File: src/rtl/lfu_cache_store_macros.svh
// Assertion helpers for the LFU store
`ifndef LFU_CACHE_STORE_MACROS_SVH
`define LFU_CACHE_STORE_MACROS_SVH

// same-cycle implication, checked outside reset
`define LFU_ASSERT_NOW(label, ante, cons) \
   label: assert property (@(posedge clock) disable iff (reset) (ante) |-> (cons)) \
      else $error("lfu_cache_store: same-cycle check failed");

// next-cycle implication, checked outside reset
`define LFU_ASSERT_NEXT(label, ante, cons) \
   label: assert property (@(posedge clock) disable iff (reset) (ante) |=> (cons)) \
      else $error("lfu_cache_store: next-cycle check failed");

`endif

File: src/rtl/lfu_pkg.sv
package lfu_pkg;

   localparam int ENTRIES = 16;
   localparam int IDX_W   = $clog2(ENTRIES);
   localparam int FILL_W  = $clog2(ENTRIES + 1);
   localparam int CAP_W   = 5;
   localparam int DATA_W  = 32;

   localparam logic [CAP_W-1:0]  CAP_RESET = CAP_W'(16);
   localparam logic [DATA_W-1:0] SAT_MAX   = '1;

   // request command codes
   localparam logic CMD_GET = 1'b0;
   localparam logic CMD_PUT = 1'b1;

   typedef enum logic [1:0] {
      ST_IDLE,
      ST_SCAN,
      ST_UPDATE,
      ST_RESP
   } state_type;

   // result of one step of the shared scan unit
   typedef struct packed {
      logic [DATA_W-1:0] aged;
      logic              match;
      logic              better;
   } scan_res_type;

   function automatic logic [DATA_W-1:0] sat_inc(input logic [DATA_W-1:0] x);
      return (x == SAT_MAX) ? x : x + DATA_W'(1);
   endfunction

endpackage

File: src/rtl/lfu_scan_unit.sv
// One entry per cycle: age it, compare its key, rank it as a victim candidate.
module lfu_scan_unit (
   input  logic [lfu_pkg::DATA_W-1:0] entry_key,
   input  logic [lfu_pkg::DATA_W-1:0] probe_key,
   input  logic [lfu_pkg::DATA_W-1:0] entry_count,
   input  logic [lfu_pkg::DATA_W-1:0] entry_age,
   input  logic [lfu_pkg::DATA_W-1:0] best_count,
   input  logic [lfu_pkg::DATA_W-1:0] best_age,
   input  logic                       first,
   output lfu_pkg::scan_res_type      res
);

   logic [lfu_pkg::DATA_W-1:0] aged;

   assign aged = lfu_pkg::sat_inc(entry_age);

   always_comb begin
      res.aged   = aged;
      res.match  = (entry_key == probe_key);
      // lower count wins; on a tie the older one, earlier index kept on equal age
      res.better = first || (entry_count < best_count) ||
                   ((entry_count == best_count) && (aged > best_age));
   end

endmodule

File: src/rtl/lfu_cache_store.sv
// Flow: an accepted request is scanned, then updated, then answered on rsp_valid
// (each filled entry in turn through the shared scan unit, then scan end and update).
// One request at a time: not ready while busy, until the response is taken.
// Reset (synchronous, active high): store empty, capacity 16, idle and ready.
// Entry contents are not cleared; only entries below the fill count are read.
module lfu_cache_store (
   input  logic                       clock,
   input  logic                       reset,
   input  logic                       req_valid,
   output logic                       req_ready,
   input  logic                       req_command,
   input  logic [lfu_pkg::DATA_W-1:0] req_key,
   input  logic [lfu_pkg::DATA_W-1:0] req_value,
   output logic                       rsp_valid,
   input  logic                       rsp_ready,
   output logic                       rsp_hit,
   output logic [lfu_pkg::DATA_W-1:0] rsp_read_value,
   input  logic                       csr_valid,
   output logic                       csr_ready,
   input  logic [lfu_pkg::CAP_W-1:0]  csr_capacity_in_use
);

`include "lfu_cache_store_macros.svh"

   localparam int DW = lfu_pkg::DATA_W;
   localparam int IW = lfu_pkg::IDX_W;
   localparam int FW = lfu_pkg::FILL_W;

   logic [DW-1:0] keys_mem   [lfu_pkg::ENTRIES];
   logic [DW-1:0] values_mem [lfu_pkg::ENTRIES];
   logic [DW-1:0] counts_mem [lfu_pkg::ENTRIES];
   logic [DW-1:0] ages_mem   [lfu_pkg::ENTRIES];

   lfu_pkg::state_type state_ff, state_in;
   logic [FW-1:0]  idx_ff, idx_in;
   logic [FW-1:0]  fill_ff, fill_in;
   logic [lfu_pkg::CAP_W-1:0] cap_ff;
   logic           cmd_ff;
   logic [DW-1:0]  key_ff, val_ff;
   logic           hit_ff, hit_in;
   logic [IW-1:0]  hit_idx_ff, hit_idx_in;
   logic [IW-1:0]  best_idx_ff, best_idx_in;
   logic [DW-1:0]  best_count_ff, best_count_in;
   logic [DW-1:0]  best_age_ff, best_age_in;
   logic           rsp_hit_ff, rsp_hit_in;
   logic [DW-1:0]  rsp_value_ff, rsp_value_in;

   logic [IW-1:0]  rd_addr, wr_addr;
   logic [DW-1:0]  key_rd_ff, val_rd_ff, cnt_rd_ff, age_rd_ff;
   logic           key_we, val_we, cnt_we, age_we;
   logic [DW-1:0]  cnt_wdata, age_wdata;
   logic [FW-1:0]  eff_cap;
   logic           accept;
   lfu_pkg::scan_res_type scan_res;

   assign accept    = req_valid && req_ready;
   assign csr_ready = 1'b1;
   assign rsp_valid = (state_ff == lfu_pkg::ST_RESP);
   assign rsp_hit        = rsp_hit_ff;
   assign rsp_read_value = rsp_value_ff;

   // registered read, addressed from the next-state values: next scan index, or the hit slot
   // for the update
   assign rd_addr = (state_in == lfu_pkg::ST_UPDATE) ? hit_idx_in : idx_in[IW-1:0];

   assign eff_cap = (int'(cap_ff) > lfu_pkg::ENTRIES) ? FW'(lfu_pkg::ENTRIES) : FW'(cap_ff);

   lfu_scan_unit u_scan (
      .entry_key   (key_rd_ff),
      .probe_key   (key_ff),
      .entry_count (cnt_rd_ff),
      .entry_age   (age_rd_ff),
      .best_count  (best_count_ff),
      .best_age    (best_age_ff),
      .first       (idx_ff == '0),
      .res         (scan_res)
   );

   always_comb begin
      state_in      = state_ff;
      idx_in        = idx_ff;
      fill_in       = fill_ff;
      hit_in        = hit_ff;
      hit_idx_in    = hit_idx_ff;
      best_idx_in   = best_idx_ff;
      best_count_in = best_count_ff;
      best_age_in   = best_age_ff;
      rsp_hit_in    = rsp_hit_ff;
      rsp_value_in  = rsp_value_ff;
      req_ready     = 1'b0;
      wr_addr       = idx_ff[IW-1:0];
      key_we        = 1'b0;
      val_we        = 1'b0;
      cnt_we        = 1'b0;
      age_we        = 1'b0;
      cnt_wdata     = DW'(1);
      age_wdata     = DW'(1);
      case (state_ff)
         lfu_pkg::ST_IDLE: begin
            req_ready = 1'b1;
            if (req_valid) begin
               idx_in   = '0;
               hit_in   = 1'b0;
               state_in = lfu_pkg::ST_SCAN;
            end
         end
         lfu_pkg::ST_SCAN: begin
            if (idx_ff == fill_ff) begin
               state_in = lfu_pkg::ST_UPDATE;
            end else begin
               age_we    = 1'b1;
               age_wdata = scan_res.aged;
               if (scan_res.match && !hit_ff) begin
                  hit_in     = 1'b1;
                  hit_idx_in = idx_ff[IW-1:0];
               end
               if (scan_res.better) begin
                  best_idx_in   = idx_ff[IW-1:0];
                  best_count_in = cnt_rd_ff;
                  best_age_in   = scan_res.aged;
               end
               idx_in = idx_ff + FW'(1);
            end
         end
         lfu_pkg::ST_UPDATE: begin
            state_in     = lfu_pkg::ST_RESP;
            rsp_hit_in   = hit_ff;
            rsp_value_in = '0;
            if (hit_ff) begin
               wr_addr   = hit_idx_ff;
               cnt_we    = 1'b1;
               cnt_wdata = lfu_pkg::sat_inc(cnt_rd_ff);
               age_we    = 1'b1;
               if (cmd_ff == lfu_pkg::CMD_PUT) begin
                  val_we = 1'b1;
               end else begin
                  rsp_value_in = val_rd_ff;
               end
            end else if (cmd_ff == lfu_pkg::CMD_PUT) begin
               if (fill_ff < eff_cap) begin
                  wr_addr = fill_ff[IW-1:0];
                  fill_in = fill_ff + FW'(1);
                  key_we  = 1'b1;
                  val_we  = 1'b1;
                  cnt_we  = 1'b1;
                  age_we  = 1'b1;
               end else if (eff_cap != '0 && fill_ff != '0) begin
                  // evict the least used, oldest entry
                  wr_addr = best_idx_ff;
                  key_we  = 1'b1;
                  val_we  = 1'b1;
                  cnt_we  = 1'b1;
                  age_we  = 1'b1;
               end
            end
         end
         lfu_pkg::ST_RESP: begin
            if (rsp_ready) begin
               state_in = lfu_pkg::ST_IDLE;
            end
         end
         default: begin
            state_in = lfu_pkg::ST_IDLE;
         end
      endcase
   end

   always_ff @(posedge clock) begin
      if (reset) begin
         state_ff <= lfu_pkg::ST_IDLE;
         fill_ff  <= '0;
         cap_ff   <= lfu_pkg::CAP_RESET;
         idx_ff   <= '0;
         hit_ff   <= 1'b0;
      end else begin
         state_ff <= state_in;
         fill_ff  <= fill_in;
         idx_ff   <= idx_in;
         hit_ff   <= hit_in;
         if (csr_valid && csr_ready) begin
            cap_ff <= csr_capacity_in_use;
         end
      end
   end

   always_ff @(posedge clock) begin
      if (accept) begin
         cmd_ff <= req_command;
         key_ff <= req_key;
         val_ff <= req_value;
      end
      hit_idx_ff    <= hit_idx_in;
      best_idx_ff   <= best_idx_in;
      best_count_ff <= best_count_in;
      best_age_ff   <= best_age_in;
      rsp_hit_ff    <= rsp_hit_in;
      rsp_value_ff  <= rsp_value_in;
   end

   always_ff @(posedge clock) begin
      if (key_we) begin
         keys_mem[wr_addr] <= key_ff;
      end
      if (val_we) begin
         values_mem[wr_addr] <= val_ff;
      end
      if (cnt_we) begin
         counts_mem[wr_addr] <= cnt_wdata;
      end
      if (age_we) begin
         ages_mem[wr_addr] <= age_wdata;
      end
      key_rd_ff <= keys_mem[rd_addr];
      val_rd_ff <= values_mem[rd_addr];
      cnt_rd_ff <= counts_mem[rd_addr];
      age_rd_ff <= ages_mem[rd_addr];
   end

   `LFU_ASSERT_NOW(a_fill_bound, 1'b1, fill_ff <= FW'(lfu_pkg::ENTRIES))
   `LFU_ASSERT_NOW(a_no_overlap, rsp_valid, !req_ready)
   `LFU_ASSERT_NEXT(a_busy_after_accept, accept, !req_ready && !rsp_valid)
   `LFU_ASSERT_NEXT(a_fill_step, state_ff != lfu_pkg::ST_UPDATE, fill_ff == $past(fill_ff))

endmodule

File: config.mk
export PLATFORM = sky130hd
export DESIGN_NAME = lfu_cache_store
export DESIGN_NICKNAME = d
export VERILOG_FILES = /design/src/rtl/lfu_pkg.sv /design/src/rtl/lfu_scan_unit.sv /design/src/rtl/lfu_cache_store.sv
export VERILOG_INCLUDE_DIRS = /design/src /design/src/rtl
export SDC_FILE = /design/constraint.sdc
export NUM_CORES = 2
export LEC_CHECK = 0
export BUFFER_PORTS_ARGS = -buffer_cell sky130_fd_sc_hd__clkbuf_2
export CORE_MARGIN = 10
export CORE_UTILIZATION = 40
export DETAILED_ROUTE_END_ITERATION = 6
export PLACE_DENSITY_LB_ADDON = 0.3
export SETUP_SLACK_MARGIN = 0.2
export SKIP_CTS_REPAIR_TIMING = 1
export SLEW_MARGIN = 10
export SYNTH_ARGS = -nofsm -noshare
export SYNTH_HDL_FRONTEND = slang
export SYNTH_SLANG_ARGS = --single-unit
File: constraint.sdc
create_clock -name clock -period 13.4 [get_ports clock]
set_input_delay 0.67 -clock clock [delete_from_list [all_inputs] [get_ports clock]]
set_output_delay 0.67 -clock clock [all_outputs]
set_load 0.01 [all_outputs]
; ---- Word level (Yosys, flattened, before mapping)
; Memory sizes are Yosys's and may differ from the RTL's. A register that Yosys moved wholly into a read port is not among the register bits.
; Index checks and enable logic that the tools add are counted.
[word_totals]
ff_bits = 188
ram_bits = 2048
out_inout_bits = 36
wordCells = 106
mem_count = 4
[classes]
n_addsub = 4
n_lt_le_gt_ge = 4
eq_ne = 12
n_mux = 48
bitwise = 2
reduce_logical = 17
[memory_table]
columns = memory, words, width, read_ports, rd_ports_with_merged_regs, wr, line_no
row1 = ages_mem, 16, 32, 1, 1, 1, lfu_cache_store.sv:32  ; logic [DW-1:0] ages_mem [lfu_pkg::ENTRIES];
row2 = counts_mem, 16, 32, 1, 1, 1, lfu_cache_store.sv:31  ; logic [DW-1:0] counts_mem [lfu_pkg::ENTRIES];
row3 = keys_mem, 16, 32, 1, 1, 1, lfu_cache_store.sv:29  ; logic [DW-1:0] keys_mem [lfu_pkg::ENTRIES];
row4 = values_mem, 16, 32, 1, 1, 1, lfu_cache_store.sv:30  ; logic [DW-1:0] values_mem [lfu_pkg::ENTRIES];
[ops]
columns = operator, count
row1 = 32-bit two-way mux, 6
row2 = "32-bit by 1-bit adder with 32-bit output, second input constant", 2
row3 = 32-bit == test, 2
row4 = "32-bit == test, second input constant", 2
row5 = 4-bit two-way mux, 9
row6 = 32-bit greater-than comparator, 1
row7 = 32-bit less-than comparator, 1
row8 = 1-bit two-way mux, 23
row9 = 5-bit two-way mux, 3
row10 = "5-bit by 1-bit adder with 5-bit output, second input constant", 2
row11 = 5-bit case mux with 2 select lines, 1
row12 = 5-bit nonzero test, 2
row13 = 2-bit case mux with 4 select lines, 1
row14 = 4-bit AND reduction, 2
row15 = "2-bit == test, second input constant", 3
row16 = 2-bit two-way mux, 3
row17 = "2-bit != test, second input constant", 3
row18 = 3-bit AND reduction, 2
row19 = 5-bit == test, 1
row20 = "5-bit greater-than comparator, second input constant", 1
row21 = 5-bit zero test, 1
row22 = 5-bit less-than comparator, 1
row23 = 1-bit logical AND, 4
row24 = 1-bit case mux with 2 select lines, 2
row25 = other kinds (7), 9

; ---- Longest topological paths before layout
[logic_depth]
depth_word = 11
mapped_depth = 20
ltp_nobuf = 19

; ---- Modules after synthesis
; From an unflattened synthesis, not the netlist that was laid out.
[hier_totals]
cells_unflattened = 6515
area_unflattened_um2 = 96597.6
[by_module_without_submodules]
columns = mod, n_inst, cells_per_inst, area_per_inst_um2, seq_area_each_um2
row1 = lfu_cache_store, 1, 6143, 93961.4, 69486.6
row2 = lfu_scan_unit, 1, 372, 2636.3, 0.0

; ---- Worst setup path before layout
; OpenSTA, ideal clock, no wires.
[synth_timing]
path_type = flip-flop to flip-flop
from = register age_rd_ff[19], read port of ages_mem
to = register best_age_ff[0], enable pin
setup_ns = 0.433
t_arrival_ns = 4.818
t_required_ns = 12.967
path_slack_ns = 8.149
path_stages_with_launch = 18
path_buffers = 1
path_cell_list = dfxtp_1 > and4_1 > nand4_1 > or4_1 > clkbuf_1 > nand4_1 > nor2_1 > nand2_1 > nor3_1 > and4_1 > xor2_1 > ha_1 > nand4_1 > or2_2 > nor3_1 > a211oi_1 > o211ai_1 > a22o_1
[synth_lines]
columns = item, line_no
row1 = start: declaration, lfu_cache_store.sv:49  ; logic [DW-1:0] key_rd_ff, val_rd_ff, cnt_rd_ff, age_rd_ff;
row2 = end signal: assignment, lfu_cache_store.sv:195  ; best_age_ff <= best_age_in;
row3 = end: declaration, lfu_cache_store.sv:44  ; logic [DW-1:0] best_age_ff, best_age_in;

; ---- Worst setup path after layout
[layout_timing]
from = register key_ff[27]
to = register age_rd_ff[31], read port of ages_mem
[layout_between]
elab_chain_cells = 6
[layout_lines]
columns = item, line_no
row1 = start: declaration, lfu_cache_store.sv:39  ; logic [DW-1:0] key_ff, val_ff;
row2 = start signal: assignment, lfu_cache_store.sv:189  ; key_ff <= req_key;
row3 = 32-bit == test, lfu_scan_unit.sv:19  ; res.match = (entry_key == probe_key);
row4 = 1-bit logical AND, lfu_cache_store.sv:113  ; if (scan_res.match && !hit_ff) begin
row5 = 4-bit two-way mux, lfu_cache_store.sv:113
row6 = 4-bit two-way mux, lfu_cache_store.sv:108  ; if (idx_ff == fill_ff) begin
row7 = 4-bit two-way mux, lfu_cache_store.sv:98  ; case (state_ff)
row8 = 4-bit two-way mux, lfu_cache_store.sv:64  ; assign rd_addr = (state_in == lfu_pkg::ST_UPDATE) ? hit_idx_in : idx_in[IW-1:0];
; No other way between the ends.
; A chain may end at the register's enable or synchronous reset.

==> flow_metrics.tcl <==
set metrics [dict create \
    status "finished, violations left" \
    violations "design-rule violations" \
    cp_slowest_cell "buf_4" \
    p_sw_mw 11.1 \
    drtIter0Drc 6489 \
    skew_ns 0.0777 \
    ys_seq_elements 2364 \
    path_clk_slew_ns 0.06 \
    rsz0062_at_grt "false" \
    synth_compound_area_share_pct 6.39 \
    drv_cap 0 \
    grt_pass1_wl_mm 386 \
    hold_class "input port to flop" \
    synthArstFlopShare_pct 0 \
    synthAdderAreaFrac_pct 1.05 \
    worst_slew_pin_slew_ns 1.41 \
    grt_start_max_net_pins 202 \
    ios 111 \
    syn2layout_area_growth_pct 12.8 \
    max-slew-margin-rel_pct 5.85 \
    place.gp.congestion 0.826 \
    max_stage_delay_ns 0.91 \
    cp_common_cell "buf_4" \
    ant_nets 0 \
    p_per_area_nw_per_um2 251 \
    io_buffers 109 \
    regToRegSetupSlack_ns 6.36 \
    hold_viol_final 0 \
    cts_buffer_depth 3 \
    worstHoldStart "req_value[5]" \
    root_buffer "clkbuf_16" \
    core_area_um2 232000 \
    cts_tree "built" \
    drc 1 \
    synth_edf_count 2214 \
    pwr-share-clk_pct 23.8 \
    required_ns 14.12 \
    fp-row-count 177 \
    fp.dieH_um 502 \
    yosys-top-cells-area "edfxtp_1 71%, nand2_1 6.0%, nand3_1 3.8%" \
    max-vdd-ir-drop_v 0.000459 \
    p_sw_share_pct 42.1 \
    syn_nets 6938 \
    final_util_pct 45.2 \
    via_count 57700 \
    leakagePower_nw 36.5 \
    initial_core_util_pct 40.1 \
    grt_pass1_vias 55400 \
    r2r-start "key_ff[27]" \
    insertion_delay_ns 0.91 \
    path_cells "xor2_1 > nor4_1 > nand4_1 > or4_1 > o211ai_4 > buf_4 > nand2_8 > nor2_4 > buf_4 > a221oi_1 > a31oi_1 > o211ai_1" \
    min_to "val_ff[5]" \
    die_area_um2 252000 \
    synth_mux_area_share_pct 1.72 \
    rr_endpoint "age_rd_ff[31]" \
    drtPass1Iterations 7 \
    synth_top_area_share_pct 71.4 \
    cts_buffers 225 \
    yosys.area_share.simple_pct 12.9 \
    synth_top_family_by_area "simple AND/OR/NAND/NOR gates" \
    antenna_found_initial 11 \
    fin_crit_ns 7.04 \
    final_common_cell "edfxtp_1" \
    syn_avg_cell_area_um2 13.7 \
    layout_common_cells "2,214 x edfxtp_1, 1,480 x nand2_1, 709 x nand3_1" \
    die_w_um 502 \
    synth_area_um2 93100 \
    fin_setup_tns_ns 0 \
    ys_warn_count 0 \
    wl_per_cell_um 26.5 \
    maxSlewViolCount 0 \
    synthXorXnorAreaFrac_pct 0.903 \
    pwr-share-seq_pct 34.5 \
    path_class "flop to flop" \
    ys_seq_area_share_pct 74.7 \
    start_kind "flop" \
    drt-total-wl_mm 268 \
    nets 7022 \
    max_freq_mhz 142 \
    gr-total-overflow 0 \
    syn_inst 6785 \
    p_int_mw 15.3 \
    crit_arrival_ns 7.76 \
    setup_violations 0 \
    viasPerCell 5.71 \
    htreeDepth 4 \
    drive_gt1_share_pct 9.52 \
    yosysTopAreaCell "edfxtp_1" \
    cts.sinks 2364 \
    critPathMaxFanout 87 \
    synthFlopType "edfxtp_1" \
    r2r_cells 12 \
    cp-end-kind "flop" \
    combPwrFrac_pct 41.7 \
    grt_usage_pct 20.6 \
    hpwl_mm 139 \
    period_share_pct 52.5 \
    yosysUniqueCellTypes 72 \
    min_delay_path_depth 1 \
]
final cells by class:
type | count | area, µm²
Tap cell | 3043 | 3810
Multi-Input combinational cell | 3914 | 22000
Antenna cell | 4 | 10.0
Clock inverter | 105 | 1070
Inverter | 87 | 329
Clock buffer | 321 | 6250
Timing Repair Buffer | 277 | 2010
Fill cell | 20300 | 127000
Sequential cell | 2364 | 69500
worst max-delay path by stage:
stage                  start             end  cells after the start
3_5_place_dp      key_ff[27]   age_rd_ff[31]                     12
4_1_cts           key_ff[27]   age_rd_ff[31]                     12
3_3_place_gp      key_ff[27]   cnt_rd_ff[31]                     12
5_1_grt           key_ff[27]   age_rd_ff[31]                     12
2_1_floorplan  age_rd_ff[19]  best_age_ff[0]                     17
6_report          key_ff[27]   age_rd_ff[31]                     12
per-stage QoR:
step / total power, mW / hold WS [ns] / instances / setup WS [ns] / area, µm²
CTS: 26.4 / -0.122 / 10100 / 6.41 / 105000
global placement: 20.1 / 0.486 / 9645 / 6.54 / 97200
floorplan: 16.3 / 0.424 / 6785 / 8.15 / 93100
finish: 26.4 / 0.0124 / 10100 / 6.36 / 105000
global route: 27.7 / -0.00599 / 10100 / 6.24 / 105000
detailed placement: 20.1 / 0.488 / 9645 / 6.49 / 97200
routing by layer:
metal  vias to the layer above  wire length, µm  track usage [%]
li1                      25500                -                -
met1                     29300           110000             27.9
met2                      2548           127000             33.6
met3                       454            21700             3.48
met4                         0             9500             7.02
met5                         -                0                0
Yosys cell counts, types with 24 or more instances:
| master | instances |
|---|---|
| a211oi_1 | 162 |
| a21oi_1 | 169 |
| a221oi_1 | 70 |
| a31oi_1 | 185 |
| a32oi_1 | 32 |
| and2_1 | 69 |
| and3_1 | 159 |
| buf_1 | 24 |
| buf_2 | 139 |
| clkbuf_1 | 221 |
| dfxtp_1 | 150 |
| edfxtp_1 | 2214 |
| ha_1 | 78 |
| inv_1 | 87 |
| mux2i_1 | 154 |
| nand2_1 | 1484 |
| nand3_1 | 709 |
| nand4_1 | 32 |
| nor2_1 | 166 |
| nor3_1 | 29 |
| o211ai_1 | 45 |
| o22ai_1 | 41 |
| xnor2_1 | 29 |
| xor2_1 | 67 |
cell families after synthesis:
family	after synthesis
and+or+nand+nor	2714
DFF	2364
AOI/OAI and AO/OA	867
buffers and inverters	507
muxes	158
xor gates and xnor gates	96
adders and majority gates	78
other	1
worst max-delay path, delay by kind of cell, from the launching register on:
family,cells,cell delay [ns]
DFF,1,0.61
buffers and inverters,2,1.70
xor gates and xnor gates,1,0.28
AOI/OAI and AO/OA,4,0.84
and+or+nand+nor,5,3.33
flip-flops by register name, summed over array words and instances (netlist names), 2 cells and up:
| name | count |
|---|---|
| age_rd_ff | 32 |
| ages_mem | 512 |
| best_age_ff | 32 |
| best_count_ff | 32 |
| best_idx_ff | 4 |
| cap_ff | 5 |
| cnt_rd_ff | 32 |
| counts_mem | 512 |
| fill_ff | 5 |
| hit_idx_ff | 4 |
| idx_ff | 5 |
| key_ff | 32 |
| key_rd_ff | 32 |
| keys_mem | 512 |
| rsp_read_value | 32 |
| state_ff | 2 |
| val_ff | 32 |
| val_rd_ff | 32 |
| values_mem | 512 |
power groups by stage:
stage / combinational (mW) / clock [mW] / sequential, mW
after floorplan: 7.20 / 0 / 9.09
after global placement: 10.8 / 0 / 9.26
after detailed placement: 10.9 / 0 / 9.27
after CTS: 10.9 / 6.37 / 9.12
after global routing: 11.8 / 6.66 / 9.17
final: 11.0 / 6.28 / 9.12
(Power assumes the default switching activity.)
